File: config.mk
export PLATFORM = sky130hd
export DESIGN_NAME = sorted_list_engine
export DESIGN_NICKNAME = d
export VERILOG_FILES = /design/src/rtl/core/slist_pkg.sv /design/src/rtl/core/sorted_list_engine.sv
export SDC_FILE = /design/constraint.sdc
export NUM_CORES = 1
export LEC_CHECK = 0
export ABC_CLOCK_PERIOD_IN_PS = 4600
export BUFFER_PORTS_ARGS = -buffer_cell sky130_fd_sc_hd__buf_2
export CAP_MARGIN = 20
export CORE_UTILIZATION = 55
export DETAILED_ROUTE_END_ITERATION = 8
export PLACE_DENSITY_LB_ADDON = 0.2
export SYNTH_ARGS = -nofsm -noshare
export SYNTH_HDL_FRONTEND = slang
export SYNTH_SLANG_ARGS = --single-unit
File: constraint.sdc
create_clock -name clock -period 4.6 [get_ports clock]
set_input_delay 0.69 -clock clock [delete_from_list [all_inputs] [get_ports clock]]
set_output_delay 0.69 -clock clock [all_outputs]
set_load 0.01 [all_outputs]
File: src/rtl/core/slist_pkg.sv
// ----------------------------------------------------------------------------
// slist_pkg
// Shared types and codes for the sorted list engine: field widths, opcodes,
// status codes and the sequencer state type.
// ----------------------------------------------------------------------------
package slist_pkg;

   // Field widths
   localparam int DATA_W = 32;
   localparam int OP_W   = 2;
   localparam int ST_W   = 2;

   // Request opcodes
   localparam logic [OP_W-1:0] OP_INSERT = 2'd0;
   localparam logic [OP_W-1:0] OP_DELETE = 2'd1;
   localparam logic [OP_W-1:0] OP_CLEAR  = 2'd2;
   localparam logic [OP_W-1:0] OP_DUMP   = 2'd3;

   // Response status codes
   localparam logic [ST_W-1:0] ST_OK        = 2'd0;
   localparam logic [ST_W-1:0] ST_FULL      = 2'd1;
   localparam logic [ST_W-1:0] ST_NOT_FOUND = 2'd2;
   localparam logic [ST_W-1:0] ST_EMPTY     = 2'd3;

   // Sequencer states, one-hot
   typedef enum logic [4:0] {
      S_IDLE    = 5'b00001,
      S_INS     = 5'b00010,
      S_INS_LOW = 5'b00100,
      S_DEL     = 5'b01000,
      S_DUMP    = 5'b10000
   } state_type;

endpackage

File: src/rtl/core/sorted_list_engine.sv
// ----------------------------------------------------------------------------
// sorted_list_engine
// Ascending list of up to CAPACITY signed 32-bit values held in a memory with
// one write and one read port, with insert, delete-first-equal, clear and in-order dump.
//
// A transaction is taken when start is high and busy is low. Clear, insert
// into a full or empty list, and delete or dump on an empty list answer
// from idle: busy stays low and the one result appears on the next cycle.
// Otherwise busy is held while insert walks down from the top, shifting
// entries not below the value up one place, delete walks up and closes the
// gap, and dump walks up with one result per entry on consecutive cycles.
// The walks are set by the memory: one read and one write per cycle, with a
// registered read. Every result shows for one cycle on rsp_valid and must be
// taken then; rsp_last marks the final result of each transaction.
// ----------------------------------------------------------------------------
module sorted_list_engine #(
   parameter int CAPACITY = 32
) (
   input  logic                                clock,
   input  logic                                reset,
   input  logic                                start,
   input  logic [slist_pkg::OP_W-1:0]          req_opcode,
   input  logic signed [slist_pkg::DATA_W-1:0] req_value,
   output logic                                busy,
   output logic                                rsp_valid,
   output logic [slist_pkg::ST_W-1:0]          rsp_status,
   output logic signed [slist_pkg::DATA_W-1:0] rsp_entry,
   output logic                                rsp_last
);
   import slist_pkg::*;

   localparam int IDX_W = (CAPACITY > 1) ? $clog2(CAPACITY) : 1;
   localparam int CNT_W = $clog2(CAPACITY + 1);

   // Sequencer and control
   state_type          state_ff, state_in;
   logic [CNT_W-1:0]   count_ff, count_in;
   logic [IDX_W-1:0]   iss_idx_ff, iss_idx_in;   // address being read
   logic               iss_act_ff, iss_act_in;
   logic [IDX_W-1:0]   proc_idx_ff, proc_idx_in; // address of rd_data_ff
   logic               proc_vld_ff, proc_vld_in;
   logic               found_ff, found_in;
   logic [DATA_W-1:0]  val_ff, val_in;

   // Result registers
   logic               rsp_valid_ff, rsp_valid_in;
   logic [ST_W-1:0]    rsp_status_ff, rsp_status_in;
   logic [DATA_W-1:0]  rsp_entry_ff, rsp_entry_in;
   logic               rsp_last_ff, rsp_last_in;

   // Memory port
   logic [DATA_W-1:0]  mem [CAPACITY];
   logic [DATA_W-1:0]  rd_data_ff;
   logic               mem_we;
   logic [IDX_W-1:0]   mem_wa;
   logic [DATA_W-1:0]  mem_wd;

   // Shared compare unit
   logic               is_less;
   logic               is_equal;
   logic [IDX_W-1:0]   last_idx;

   assign is_less  = $signed(rd_data_ff) < $signed(val_ff);
   assign is_equal = rd_data_ff == val_ff;
   assign last_idx = IDX_W'(count_ff - CNT_W'(1));

   // Storage: one write and one registered read per cycle
   always_ff @(posedge clock) begin
      if (mem_we) begin
         mem[mem_wa] <= mem_wd;
      end
      rd_data_ff <= mem[iss_idx_ff];
   end

   // Sequencer
   always_comb begin
      state_in      = state_ff;
      count_in      = count_ff;
      iss_idx_in    = iss_idx_ff;
      iss_act_in    = iss_act_ff;
      proc_idx_in   = iss_idx_ff;
      proc_vld_in   = iss_act_ff;
      found_in      = found_ff;
      val_in        = val_ff;
      mem_we        = 1'b0;
      mem_wa        = '0;
      mem_wd        = val_ff;
      rsp_valid_in  = 1'b0;
      rsp_status_in = ST_OK;
      rsp_entry_in  = '0;
      rsp_last_in   = 1'b1;

      unique case (state_ff)
         S_IDLE: begin
            if (start) begin
               val_in   = req_value;
               found_in = 1'b0;
               unique case (req_opcode)
                  OP_INSERT: begin
                     if (count_ff == CNT_W'(CAPACITY)) begin
                        rsp_valid_in  = 1'b1;
                        rsp_status_in = ST_FULL;
                     end else if (count_ff == '0) begin
                        mem_we       = 1'b1;
                        mem_wa       = '0;
                        mem_wd       = req_value;
                        count_in     = CNT_W'(1);
                        rsp_valid_in = 1'b1;
                     end else begin
                        iss_idx_in = last_idx;
                        iss_act_in = 1'b1;
                        state_in   = S_INS;
                     end
                  end
                  OP_DELETE: begin
                     if (count_ff == '0) begin
                        rsp_valid_in  = 1'b1;
                        rsp_status_in = ST_EMPTY;
                     end else begin
                        iss_idx_in = '0;
                        iss_act_in = 1'b1;
                        state_in   = S_DEL;
                     end
                  end
                  OP_CLEAR: begin
                     count_in     = '0;
                     rsp_valid_in = 1'b1;
                  end
                  OP_DUMP: begin
                     if (count_ff == '0) begin
                        rsp_valid_in  = 1'b1;
                        rsp_status_in = ST_EMPTY;
                     end else begin
                        iss_idx_in = '0;
                        iss_act_in = 1'b1;
                        state_in   = S_DUMP;
                     end
                  end
                  default: begin
                     state_in = S_IDLE;
                  end
               endcase
            end
         end

         // Walk down from the top, moving entries not below the value up one
         S_INS: begin
            if (iss_act_ff) begin
               iss_idx_in = iss_idx_ff - IDX_W'(1);
               iss_act_in = iss_idx_ff != '0;
            end
            if (proc_vld_ff) begin
               mem_we = 1'b1;
               mem_wa = proc_idx_ff + IDX_W'(1);
               if (is_less) begin
                  mem_wd       = val_ff;
                  count_in     = count_ff + CNT_W'(1);
                  rsp_valid_in = 1'b1;
                  iss_act_in   = 1'b0;
                  state_in     = S_IDLE;
               end else begin
                  mem_wd = rd_data_ff;
                  if (proc_idx_ff == '0) begin
                     iss_act_in = 1'b0;
                     state_in   = S_INS_LOW;
                  end
               end
            end
         end

         // Every entry was shifted: the value goes to the bottom
         S_INS_LOW: begin
            mem_we       = 1'b1;
            mem_wa       = '0;
            mem_wd       = val_ff;
            count_in     = count_ff + CNT_W'(1);
            rsp_valid_in = 1'b1;
            state_in     = S_IDLE;
         end

         // Walk up, find the first match, then move later entries down one
         S_DEL: begin
            if (iss_act_ff) begin
               iss_idx_in = iss_idx_ff + IDX_W'(1);
               iss_act_in = iss_idx_ff != last_idx;
            end
            if (proc_vld_ff) begin
               if (found_ff) begin
                  mem_we = 1'b1;
                  mem_wa = proc_idx_ff - IDX_W'(1);
                  mem_wd = rd_data_ff;
               end
               found_in = found_ff | is_equal;
               if (proc_idx_ff == last_idx) begin
                  rsp_valid_in = 1'b1;
                  iss_act_in   = 1'b0;
                  state_in     = S_IDLE;
                  if (found_ff | is_equal) begin
                     count_in = count_ff - CNT_W'(1);
                  end else begin
                     rsp_status_in = ST_NOT_FOUND;
                  end
               end
            end
         end

         // Stream entries out in order
         S_DUMP: begin
            if (iss_act_ff) begin
               iss_idx_in = iss_idx_ff + IDX_W'(1);
               iss_act_in = iss_idx_ff != last_idx;
            end
            if (proc_vld_ff) begin
               rsp_valid_in = 1'b1;
               rsp_entry_in = rd_data_ff;
               rsp_last_in  = proc_idx_ff == last_idx;
               if (proc_idx_ff == last_idx) begin
                  iss_act_in = 1'b0;
                  state_in   = S_IDLE;
               end
            end
         end

         default: begin
            state_in   = S_IDLE;
            iss_act_in = 1'b0;
         end
      endcase
   end

   // Control registers
   always_ff @(posedge clock) begin
      if (reset) begin
         state_ff     <= S_IDLE;
         count_ff     <= '0;
         iss_act_ff   <= 1'b0;
         proc_vld_ff  <= 1'b0;
         found_ff     <= 1'b0;
         rsp_valid_ff <= 1'b0;
      end else begin
         state_ff     <= state_in;
         count_ff     <= count_in;
         iss_act_ff   <= iss_act_in;
         proc_vld_ff  <= proc_vld_in;
         found_ff     <= found_in;
         rsp_valid_ff <= rsp_valid_in;
      end
   end

   // Payload registers
   always_ff @(posedge clock) begin
      iss_idx_ff    <= iss_idx_in;
      proc_idx_ff   <= proc_idx_in;
      val_ff        <= val_in;
      rsp_status_ff <= rsp_status_in;
      rsp_entry_ff  <= rsp_entry_in;
      rsp_last_ff   <= rsp_last_in;
   end

   assign busy       = state_ff != S_IDLE;
   assign rsp_valid  = rsp_valid_ff;
   assign rsp_status = rsp_status_ff;
   assign rsp_entry  = rsp_entry_ff;
   assign rsp_last   = rsp_last_ff;

endmodule

==> results.json <==
{
  "drc": 0,
  "cts_setup_buffers": 0,
  "placed_area_um2": 48600,
  "cts_buffer_depth": 3,
  "yosysSeqAreaShare": 0.730,
  "drt_iter0_drc": 3198,
  "dieHeight_um": 291,
  "slew_viol_final": 0,
  "cpPeakStageDelay_ns": 0.85,
  "rsz0062_at_grt": "false",
  "regArea_um2": 33600,
  "layout_setup_ws_ns": 0.710,
  "place_ws_ns": 0.498,
  "layout_commonest_cell": "edfxtp_1",
  "setup-violations-final": 0,
  "io_pins": 74,
  "cts_resized": 0,
  "clkLatencyLatePin_ns": 0.71,
  "grt_pass1_wl_mm": 174,
  "endpoint_kind": "register",
  "start_util": 0.558,
  "dr.pass1.iters": 5,
  "syn-num-nets": 2322,
  "worstSetupStartpointType": "register",
  "cts.sinks": 1148,
  "grtUsageTotal": 0.291,
  "totalPowerFinal_mw": 38.5,
  "nNetsFinal": 2511,
  "stdcell_area_um2": 52800,
  "drive_above_1_share": 0.330,
  "avgSynthCellArea_um2": 20.5,
  "cp.arrival_ns": 4.48,
  "worst_path_max_delay_cell": "nor4_1",
  "finalHoldViolations": 0,
  "max_slew_margin": 0.311,
  "cap_violations": 0,
  "dp_hpwl_mm": 68.2,
  "status": "completed",
  "nFillCells": 5454,
  "period_share": 0.846,
  "setup_tns_ns": 0,
  "crit_path_cell_trace": "inv_1, ha_1, nand4_1, nor4_1, a21oi_1, nor4_1, buf_4, o32a_1, and2_1, o21ai_0, a32o_1",
  "crit_buf_inv": 2,
  "cpMostUsedCell": "nor4_1",
  "fmax_mhz": 257,
  "hold_path_class": "primary input to register",
  "powerDensity_nw_per_um2": 731,
  "multi_input_area_um2": 12100,
  "grt_max_degree": 117,
  "ant_nets": 0,
  "ir_worst_vdd_mv": 0.975,
  "cts_buffers": 113,
  "clk_pin_slew_worst_paths_ns": 0.06,
  "via_count": 24257,
  "routed_wl_mm": 122,
  "synth_cells": 2245,
  "grt_overflow": 0,
  "vias_per_cell": 6.73,
  "coreArea_um2": 82500,
  "die_w_um": 291,
  "p_leak_nw": 17.4,
  "ys.flop_type": "edfxtp_1",
  "numPortBuffers": 73,
  "cts_root_buf": "clkbuf_16",
  "rows": 105,
  "async_reset_ff_frac": 0,
  "cts_tree": "done",
  "required_ns": 5.19,
  "synth_seq_cells": 1148,
  "gp_congestion": 0.898,
  "antenna_found_initial": 4,
  "skew_ns": 0.0380,
  "most-common-layout-cells": "edfxtp_1, mux4_2, clkbuf_16, buf_4, dfxtp_1",
  "critical-path-top-delay-family": "simple AND/OR/NAND/NOR gates",
  "die-area_um2": 84900,
  "min_period_ns": 3.89,
  "area_growth_pct": 14.6,
  "path_max_fanout": 11,
  "synth_edf_count": 1061,
  "worstSetupPathType": "register to register",
  "grt_pass1_vias": 24240,
  "wl_per_cell_um": 33.9,
  "htreeDepth": 3,
  "yosys_warnings": 0,
  "synth_cell_types": 70,
  "worst_pin_slew_ns": 1.03,
  "syn_area_um2": 46000,
  "reg2reg_slack_ns": 0.71,
  "holdBufCountCts": 0
}
path summary, 6_finish.rpt:
kind,from,end,depth (start not counted)
hold / removal,req_value[15],val_ff[15]$_DFFE_PP_,1
setup reg to reg,val_ff[13]$_DFFE_PP_,count_ff[3]$_SDFFE_PP0P_,11
setup / recovery,val_ff[13]$_DFFE_PP_,count_ff[3]$_SDFFE_PP0P_,11
hold reg to reg,rd_data_ff[30]$_DFF_P_,rsp_entry[30]$_SDFF_PN0_,1
synthesized netlist by cell type (6+ instances only):
library cell	instances	area [um2]
o221a_2	27	304
o221a_1	6	67.6
and3_1	7	43.8
dfxtp_1	87	1740
mux4_2	320	7210
buf_2	33	165
a2bb2oi_1	32	280
mux2i_1	65	651
mux2_2	34	383
o21ai_0	30	150
clkbuf_1	76	285
nand3_1	13	65.1
buf_1	13	48.8
and2_1	35	219
nor2_1	66	248
xor2_1	11	96.3
ha_1	39	488
nand2_1	33	124
inv_1	42	158
a21oi_1	66	330
o21ai_1	25	125
xnor2_1	12	105
nand4_1	12	75.1
edfxtp_1	1061	31900
nor3_1	10	50.1
per-layer routing:
layer / GRT usage / routed length [um] / vias up
met4: 0.129 / 5690 / 2
met1: 0.401 / 46000 / 12848
met5: 0 / 13 / -
met3: 0.0522 / 11400 / 277
met2: 0.459 / 59000 / 1390
li1: - / - / 9740
final cells by class:
class,count,share of cell area
clock buffer,158,0.0589
multi-input combinational,923,0.230
sequential,1148,0.637
inverter,43,0.00306
antenna,2,0.0000949
tap,1070,0.0254
clock inverter,55,0.0120
timing repair buffer,205,0.0338
through the flow:
step / instances / hold slack, ns / util
floorplan: 2245 / 0.346 / -
global placement: 3364 / 0.508 / 0.590
detailed placement: 3364 / 0.512 / 0.590
CTS: 3577 / 0.163 / 0.635
global route: 3604 / 0.176 / 0.639
finish: 3604 / 0.192 / 0.639
state kept, by name (all words and copies together) (netlist names):
| register | flops |
|---|---|
| state_ff | 5 |
| iss_act_ff | 1 |
| rsp_last | 1 |
| proc_vld_ff | 1 |
| val_ff | 32 |
| iss_idx_ff | 5 |
| mem | 1024 |
| rsp_entry | 32 |
| rd_data_ff | 32 |
| count_ff | 6 |
| rsp_valid | 1 |
| found_ff | 1 |
| rsp_status | 2 |
| proc_idx_ff | 5 |
cells by family after synthesis:
group           after synthesis  share of synthesized area
flops                      1148                      0.730
mux                         419                      0.179
compound gates              232                     0.0357
simple gates                209                     0.0235
buf+inv                     174                     0.0165
fa+ha+maj                    40                     0.0110
xor+xnor                     23                    0.00438
where the power goes:
part	leakage [nW]	internal, mW	switching, mW	total (mW)
combinational	5.21	5.55	7.73	13.3
sequential	10.3	15.6	0.513	16.1
clock	1.82	5.26	3.94	9.19
No activity file was read; power rests on OpenSTA's default activity.
